### config.mk
export PLATFORM = sky130hd
export DESIGN_NAME = uudlc_datapath
export DESIGN_NICKNAME = d
export VERILOG_FILES = /design/src/hw/rtl/uudlc_pkg.sv /design/src/hw/rtl/uudlc_datapath.sv
export SDC_FILE = /design/constraint.sdc
export NUM_CORES = 1
export LEC_CHECK = 0
export BUFFER_PORTS_ARGS = -buffer_cell sky130_fd_sc_hd__buf_2
export CAP_MARGIN = 20
export CORE_MARGIN = 5
export CORE_UTILIZATION = 41
export CTS_CLUSTER_DIAMETER = 200
export DETAILED_ROUTE_END_ITERATION = 12
export PLACE_DENSITY = 0.68
export RECOVER_POWER = 50
export SLEW_MARGIN = 25
export SYNTH_ARGS = -nofsm -noshare
export SYNTH_HDL_FRONTEND = slang
export SYNTH_SLANG_ARGS = --single-unit
### constraint.sdc
create_clock -name clk -period 7.3 [get_ports clk]
set_input_delay 0.365 -clock clk [delete_from_list [all_inputs] [get_ports clk]]
set_output_delay 0.365 -clock clk [all_outputs]
set_load 0.01 [all_outputs]
### src/hw/rtl/uudlc_pkg.sv
package uudlc_pkg;

  // result kinds
  localparam logic [1:0] KIND_DATA    = 2'd0;
  localparam logic [1:0] KIND_STATUS  = 2'd1;
  localparam logic [1:0] KIND_SUMMARY = 2'd2;

  // line check results
  localparam logic [1:0] CHK_NONE = 2'd0;
  localparam logic [1:0] CHK_GOOD = 2'd1;
  localparam logic [1:0] CHK_BAD  = 2'd2;

  localparam logic [15:0] SUM_ZERO = 16'h0000;
  localparam logic [31:0] CNT_MAX  = 32'hffff_ffff;

  typedef struct packed {
    logic [7:0] char_code;
    logic       line_end;
  } in_item_t;

  typedef struct packed {
    logic [1:0]  kind;
    logic [7:0]  data_byte;
    logic [1:0]  line_status;
    logic [31:0] line_number;
    logic [31:0] bad_range_start;
    logic [15:0] running_sum;
    logic [31:0] byte_total;
    logic        last;
  } out_item_t;

  // controller -> datapath
  typedef struct packed {
    logic       take;       // accept one character
    logic       feed_zero;  // pad the open group with a zero code
    logic       step;       // advance past one byte of the held group
    logic       emit_byte;  // present that byte as a data result
    logic       finish;     // present status or summary, close the line
    logic [1:0] idx;        // byte slot within the held group
  } cmd_t;

  // datapath -> controller
  typedef struct packed {
    logic grp_full;  // the offered character completes a group
    logic in_end;    // the offered character ends the line
    logic end_held;  // the accepted character ended the line
    logic live;      // bytes still owed on this line
    logic fill_full; // three codes wait in the group
    logic out_free;  // output register can take a result
  } stat_t;

  // character decode: printable range maps to (c - 32) mod 64, the rest to zero;
  // subtracting 32 in six bits only flips bit 5
  function automatic logic [5:0] dec6(input logic [7:0] c);
    return (!c[7] && (c[6:5] != 2'b00)) ? {~c[5], c[4:0]} : 6'd0;
  endfunction

  function automatic logic is_blank(input logic [7:0] c);
    return (c == 8'd0) || (c == 8'd32) || ((c >= 8'd9) && (c <= 8'd13));
  endfunction

  // three pending codes plus the fourth give bytes {b0, b1, b2}
  function automatic logic [23:0] make_bytes(input logic [17:0] g, input logic [5:0] d);
    return {g[17:12], g[11:10], g[9:6], g[5:2], g[1:0], d};
  endfunction

  function automatic logic [5:0] bytes_sum6(input logic [23:0] b);
    return 6'(b[21:16] + b[13:8] + b[5:0]);
  endfunction

endpackage

### src/hw/rtl/uudlc_datapath.sv
module uudlc_datapath #(
  parameter int LINE_CHARS = 80
) (
  input  logic                 clk,
  input  logic                 rst_n,
  input  uudlc_pkg::in_item_t  in_data,
  input  logic                 cfg_valid,
  input  logic                 cfg_data,
  input  logic                 out_ready,
  output logic                 out_valid,
  output uudlc_pkg::out_item_t out_data,
  input  uudlc_pkg::cmd_t      cmd,
  output uudlc_pkg::stat_t     st
);

  localparam int PW = $clog2(LINE_CHARS + 1);

  logic [PW-1:0] pos_r, pos_nxt;
  logic [5:0]    len_r, len_nxt;
  logic [17:0]   grp_r, grp_nxt;
  logic [1:0]    fill_r, fill_nxt;
  logic [6:0]    done_r, done_nxt;
  logic [5:0]    bsum_r, bsum_nxt;
  logic [5:0]    csum_r, csum_nxt;
  logic [1:0]    chk_r, chk_nxt;
  logic          chk_seen_r, chk_seen_nxt;
  logic [15:0]   sum_r, sum_nxt;
  logic [31:0]   bcnt_r, bcnt_nxt;
  logic [31:0]   lcnt_r, lcnt_nxt;
  logic [31:0]   pend_r, pend_nxt;
  logic          end_r, end_nxt;
  logic [23:0]   bytes_r, bytes_nxt;
  logic          en_r, en_nxt;
  logic          ovld_r, ovld_nxt;
  uudlc_pkg::out_item_t out_r, out_nxt;

  logic [5:0]  d_in;
  logic        in_body;
  logic        feed_ok;
  logic [7:0]  cur_byte;
  logic [15:0] sum_upd;
  logic [31:0] bcnt_upd;
  logic [31:0] start_v;

  assign d_in    = uudlc_pkg::dec6(in_data.char_code);
  assign in_body = (pos_r != '0) && (pos_r < PW'(LINE_CHARS - 1)) && (len_r != 6'd0);
  assign feed_ok = in_body && (done_r < {1'b0, len_r});

  assign st.grp_full  = feed_ok && (fill_r == 2'd3);
  assign st.in_end    = in_data.line_end;
  assign st.end_held  = end_r;
  assign st.live      = done_r < {1'b0, len_r};
  assign st.fill_full = fill_r == 2'd3;
  assign st.out_free  = !ovld_r || out_ready;

  always_comb begin
    case (cmd.idx)
      2'd0:    cur_byte = bytes_r[23:16];
      2'd1:    cur_byte = bytes_r[15:8];
      default: cur_byte = bytes_r[7:0];
    endcase
  end

  // rotate right by one, then add the byte
  assign sum_upd  = {sum_r[0], sum_r[15:1]} + {8'd0, cur_byte};
  assign bcnt_upd = (bcnt_r == uudlc_pkg::CNT_MAX) ? bcnt_r : bcnt_r + 32'd1;

  always_comb begin
    pos_nxt      = pos_r;
    len_nxt      = len_r;
    grp_nxt      = grp_r;
    fill_nxt     = fill_r;
    done_nxt     = done_r;
    bsum_nxt     = bsum_r;
    csum_nxt     = csum_r;
    chk_nxt      = chk_r;
    chk_seen_nxt = chk_seen_r;
    sum_nxt      = sum_r;
    bcnt_nxt     = bcnt_r;
    lcnt_nxt     = lcnt_r;
    pend_nxt     = pend_r;
    end_nxt      = end_r;
    bytes_nxt    = bytes_r;
    en_nxt       = cfg_valid ? cfg_data : en_r;
    out_nxt      = out_r;
    ovld_nxt     = out_ready ? 1'b0 : ovld_r;
    start_v      = 32'd0;

    if (cmd.take) begin
      end_nxt = in_data.line_end;
      if (pos_r == '0) begin
        len_nxt = d_in;
        if (d_in != 6'd0) begin
          lcnt_nxt = lcnt_r + 32'd1;
        end
      end else if (feed_ok) begin
        csum_nxt = 6'(csum_r + in_data.char_code[5:0]);
        if (fill_r == 2'd3) begin
          bytes_nxt = uudlc_pkg::make_bytes(grp_r, d_in);
          bsum_nxt  = 6'(bsum_r + uudlc_pkg::bytes_sum6(bytes_nxt));
          grp_nxt   = '0;
          fill_nxt  = 2'd0;
        end else begin
          grp_nxt  = {grp_r[11:0], d_in};
          fill_nxt = fill_r + 2'd1;
        end
      end else if (in_body && !chk_seen_r) begin
        chk_seen_nxt = 1'b1;
        if (uudlc_pkg::is_blank(in_data.char_code) || !en_r) begin
          chk_nxt = uudlc_pkg::CHK_NONE;
        end else if ((bsum_r == d_in) || (csum_r == d_in)) begin
          chk_nxt = uudlc_pkg::CHK_GOOD;
        end else begin
          chk_nxt = uudlc_pkg::CHK_BAD;
        end
      end
      if (pos_r < PW'(LINE_CHARS)) begin
        pos_nxt = pos_r + PW'(1);
      end
    end

    if (cmd.feed_zero) begin
      if (fill_r == 2'd3) begin
        bytes_nxt = uudlc_pkg::make_bytes(grp_r, 6'd0);
        bsum_nxt  = 6'(bsum_r + uudlc_pkg::bytes_sum6(bytes_nxt));
        grp_nxt   = '0;
        fill_nxt  = 2'd0;
      end else begin
        grp_nxt  = {grp_r[11:0], 6'd0};
        fill_nxt = fill_r + 2'd1;
      end
    end

    if (cmd.step) begin
      done_nxt = done_r + 7'd1;
    end

    if (cmd.emit_byte) begin
      sum_nxt                 = sum_upd;
      bcnt_nxt                = bcnt_upd;
      ovld_nxt                = 1'b1;
      out_nxt.kind            = uudlc_pkg::KIND_DATA;
      out_nxt.data_byte       = cur_byte;
      out_nxt.line_status     = uudlc_pkg::CHK_NONE;
      out_nxt.line_number     = lcnt_r;
      out_nxt.bad_range_start = 32'd0;
      out_nxt.running_sum     = sum_upd;
      out_nxt.byte_total      = bcnt_upd;
      out_nxt.last            = !end_r &&
                                ((cmd.idx == 2'd2) || ((done_r + 7'd1) == {1'b0, len_r}));
    end

    if (cmd.finish) begin
      ovld_nxt                = 1'b1;
      out_nxt.data_byte       = 8'd0;
      out_nxt.line_number     = lcnt_r;
      out_nxt.running_sum     = sum_r;
      out_nxt.byte_total      = bcnt_r;
      out_nxt.last            = 1'b1;
      if (len_r == 6'd0) begin
        out_nxt.kind            = uudlc_pkg::KIND_SUMMARY;
        out_nxt.line_status     = uudlc_pkg::CHK_NONE;
        out_nxt.bad_range_start = pend_r;
        sum_nxt  = uudlc_pkg::SUM_ZERO;
        bcnt_nxt = 32'd0;
        lcnt_nxt = 32'd0;
        pend_nxt = 32'd0;
      end else begin
        if (chk_r == uudlc_pkg::CHK_BAD) begin
          if (pend_r == 32'd0) begin
            pend_nxt = lcnt_r;
          end
        end else if ((chk_r == uudlc_pkg::CHK_GOOD) && (pend_r != 32'd0)) begin
          start_v  = pend_r;
          pend_nxt = 32'd0;
        end
        out_nxt.kind            = uudlc_pkg::KIND_STATUS;
        out_nxt.line_status     = chk_r;
        out_nxt.bad_range_start = start_v;
      end
      pos_nxt      = '0;
      len_nxt      = 6'd0;
      grp_nxt      = '0;
      fill_nxt     = 2'd0;
      done_nxt     = 7'd0;
      bsum_nxt     = 6'd0;
      csum_nxt     = 6'd0;
      chk_nxt      = uudlc_pkg::CHK_NONE;
      chk_seen_nxt = 1'b0;
    end
  end

  always_ff @(posedge clk) begin
    if (!rst_n) begin
      pos_r      <= '0;
      len_r      <= 6'd0;
      grp_r      <= '0;
      fill_r     <= 2'd0;
      done_r     <= 7'd0;
      bsum_r     <= 6'd0;
      csum_r     <= 6'd0;
      chk_r      <= uudlc_pkg::CHK_NONE;
      chk_seen_r <= 1'b0;
      sum_r      <= uudlc_pkg::SUM_ZERO;
      bcnt_r     <= 32'd0;
      lcnt_r     <= 32'd0;
      pend_r     <= 32'd0;
      end_r      <= 1'b0;
      en_r       <= 1'b1;
      ovld_r     <= 1'b0;
    end else begin
      pos_r      <= pos_nxt;
      len_r      <= len_nxt;
      grp_r      <= grp_nxt;
      fill_r     <= fill_nxt;
      done_r     <= done_nxt;
      bsum_r     <= bsum_nxt;
      csum_r     <= csum_nxt;
      chk_r      <= chk_nxt;
      chk_seen_r <= chk_seen_nxt;
      sum_r      <= sum_nxt;
      bcnt_r     <= bcnt_nxt;
      lcnt_r     <= lcnt_nxt;
      pend_r     <= pend_nxt;
      end_r      <= end_nxt;
      en_r       <= en_nxt;
      ovld_r     <= ovld_nxt;
    end
  end

  always_ff @(posedge clk) begin
    bytes_r <= bytes_nxt;
    out_r   <= out_nxt;
  end

  assign out_valid = ovld_r;
  assign out_data  = out_r;

  // a line never owes more than 63 bytes, padded up to a whole group
  a_done_bound: assert property (@(posedge clk) disable iff (!rst_n)
    done_r <= 7'd63)
    else $error("byte slot count past line limit");

endmodule

==> run summary <==
#FFs+latches synth -> 319
PD cells -> 229 nW/µm²
Min-Delay Startpoint -> cfg_data
max-cap viol count -> 5
CTS Buf Count -> 36
failing checks -> max-capacitance violations, max-slew violations
Async SR Flop Fraction -> 0
WL final -> 36.0 mm
routed vias -> 11559
CTS Sinks -> 319
final-report setup violation count -> 0
synth warn -> 0
Comb pwr share -> 0.049
Netlist Area Pre-Place -> 15300 µm²
fill cell count -> 3519
Avg Cell Area, Syn -> 9.69 µm²
Switching Share -> 0.220
H-tree depth -> 2
path depth of the worst reg2reg path -> 5
clock share of power -> 0.478
Startpoint Class -> register
die width -> 203 µm
M1 wire length -> 16.3 mm
clk root buf -> clkbuf_16
Max Used Layer -> met5
Post-CTS Hold Fix Bufs -> 0
CP arrival -> 4570 ps
P_int -> 3.12 mW
CP endpoint kind -> register
overall die height -> 203 µm
nets@finish -> 1766
DR WL/cell -> 16.5 µm
Critical R2R Capture -> bcnt_r[4]$_SDFF_PN0_
Final TNS setup -> 0 ps
pin count of the biggest net entering global routing -> 81
CP Data Required Time -> 7540 ps
clock buffer depth -> 3
Gates resized, CTS repair -> 0
Slew HR -> -1.61
IO buf count -> 152
EDFF count, synth -> 116
post-DP HPWL -> 24.6 mm
Switch Pwr -> 880 µW
worst-margin pin slew -> 3920 ps
sequential element share of the synthesized area -> 0.492
ys flop type -> dfxtp_1
status -> finished, violations left
Starting Density -> 0.417
DR vias/cell -> 5.28
Achievable Freq -> 231 MHz
worst hold endpoint -> en_r$_SDFFE_PN1P_
initial DRC count -> 667
kind of critical path -> register to register
Top Ports -> 153
most frequent cells in the layout -> 203 x dfxtp_1, 171 x nor2_1, 165 x nand2_1
Hold Crit Depth -> 3
core area -> 36800 µm²
final hold vios -> 0
clk_skew -> 17.3 ps
Max rail drop VDD -> 0.126 mV
Congestion Overflow GR -> 0
worst-path maximum fanout -> 80
Multi-input gate area -> 7250 µm²
DIE AREA -> 41300 µm²
post-route ant nets -> 0
met3 WL -> 1.89 mm
Syn-to-layout area delta -> 14.0%
HP Class -> input port to register
TritonCTS clock tree -> yes
register area -> 7550 µm²
postcts setup bufs -> 0
clock latency on the worst-skew pair -> 520 ps
initial antenna violation count -> 1
Leak -> 6.58 nW
most common cell after layout, fill and taps aside -> dfxtp_1
fin util -> 0.475
Final Critical Period -> 4330 ps
Initial DRT Pass Iterations -> 5
Final Wtd Congestion -> 0.865
Tot GR Track Use -> 0.169
clock slew at reported path FFs -> 60 ps
FP Rows -> 70
Syn Inst Count -> 1581
worst r2r src -> len_r[2]$_SDFFE_PP0P_
DRC Markers -> 0
RSZ-0062 raised after global routing -> no
period utilization -> 0.593
worst reg-to-reg setup slack -> 2970 ps
layout cell share with drive strength beyond 1 -> 0.0774
fin. max-slew vios -> 258
vias in the first global route -> 11346
first-pass GRT wire length -> 58.4 mm
Flop pwr share -> 0.474
Met2 Routed Length -> 16.9 mm
Post-Syn Nets -> 1654
post-synth cell types -> 83
-- routing by layer --
layer | track usage | vias to the layer above
met5 | 0 | -
met2 | 0.281 | 262
li1 | - | 5747
met1 | 0.225 | 5476
met3 | 0.0299 | 72
met4 | 0.0508 | 2
-- worst max-delay path, cell delays in order, from the launching register on --
cell and delay (ps):
dfxtp_1 370, nor2_1 140, nand3_1 300, o21ai_4 210, clkbuf_1 2790, nor2_1 200
-- registers in the layout (all words and copies together), names as in the netlist --
name	count
len_r	6
grp_r	18
bcnt_r	32
bytes_r	24
out_valid	1
csum_r	6
done_r	7
pend_r	32
pos_r	7
bsum_r	6
fill_r	2
end_r	1
chk_seen_r	1
out_data	125
en_r	1
chk_r	2
sum_r	16
lcnt_r	32
-- synth_stat cells (24+ instances only) --
library cell	instances	share of area
o21ai_0	93	0.030
nand4_1	24	0.0098
a21oi_1	67	0.022
xor2_1	66	0.038
and2_1	38	0.016
inv_1	47	0.012
nand3_1	80	0.026
clkbuf_1	64	0.016
ha_1	44	0.036
mux2i_1	50	0.033
nor2_1	172	0.042
xnor2_1	38	0.022
nor2b_1	41	0.017
dfxtp_1	203	0.27
edfxtp_1	116	0.23
nand2_1	165	0.040
-- how the worst max path moves through the flow --
stage	start	endpoint	slack, ps	depth (start not counted)
after global routing	len_r[2]$_SDFFE_PP0P_	lcnt_r[8]$_SDFF_PN0_	2540	5
after global placement	len_r[1]$_SDFFE_PP0P_	bytes_r[22]$_DFF_P_	3640	9
after floorplan	cmd[2]	out_data[100]$_DFFE_PP_	3720	4
after detailed placement	len_r[1]$_SDFFE_PP0P_	bytes_r[21]$_DFF_P_	3500	9
after CTS	len_r[1]$_SDFFE_PP0P_	bytes_r[21]$_DFF_P_	3480	9
final	len_r[2]$_SDFFE_PP0P_	bcnt_r[4]$_SDFF_PN0_	2970	5
-- cell families (layout without fill, tap and decap cells) --
group | after synthesis | in the layout | share of synthesized area
other | 0 | 1 | 0
adder cells (fa/ha/maj) | 52 | 52 | 0.0464
AO/OA/AOI/OAI | 268 | 268 | 0.109
flip-flops | 319 | 319 | 0.492
AND/OR/NAND/NOR | 632 | 632 | 0.207
multiplexers | 69 | 69 | 0.0491
buffers and inverters | 137 | 275 | 0.0370
XOR/XNOR | 104 | 104 | 0.0594
-- stage by stage --
stage               hold slack, ps  total power [mW]  cell area, µm²  setup WS (ps)  instances
floorplan                      425              2.05           15300           3720       1581
global route                  94.1              4.14           17500           2540       2187
finish                        78.9              4.00           17500           2970       2188
CTS                           67.4              4.05           17700           3480       2187
detailed placement             440              2.14           16400           3500       2123
global placement               435              2.13           16400           3640       2123
-- power by group through the flow --
stage	clock (mW)	sequential, mW	combinational [mW]
5_1_grt	2.03	1.90	0.216
3_5_place_dp	0	1.93	0.207
2_1_floorplan	0	1.95	0.108
3_3_place_gp	0	1.93	0.203
4_1_cts	1.95	1.89	0.208
6_report	1.91	1.89	0.195
-- layout make-up --
| type | instances | share of cell area |
|---|---|---|
| Sequential cell | 319 | 0.432 |
| Inverter | 48 | 0.0105 |
| Multi-Input combinational cell | 1125 | 0.415 |
| Antenna cell | 1 | 0.000143 |
| Tap cell | 468 | 0.0335 |
| Clock buffer | 46 | 0.0578 |
| Timing Repair Buffer | 163 | 0.0378 |
| Clock inverter | 18 | 0.0138 |
(Power assumes the default switching activity.)
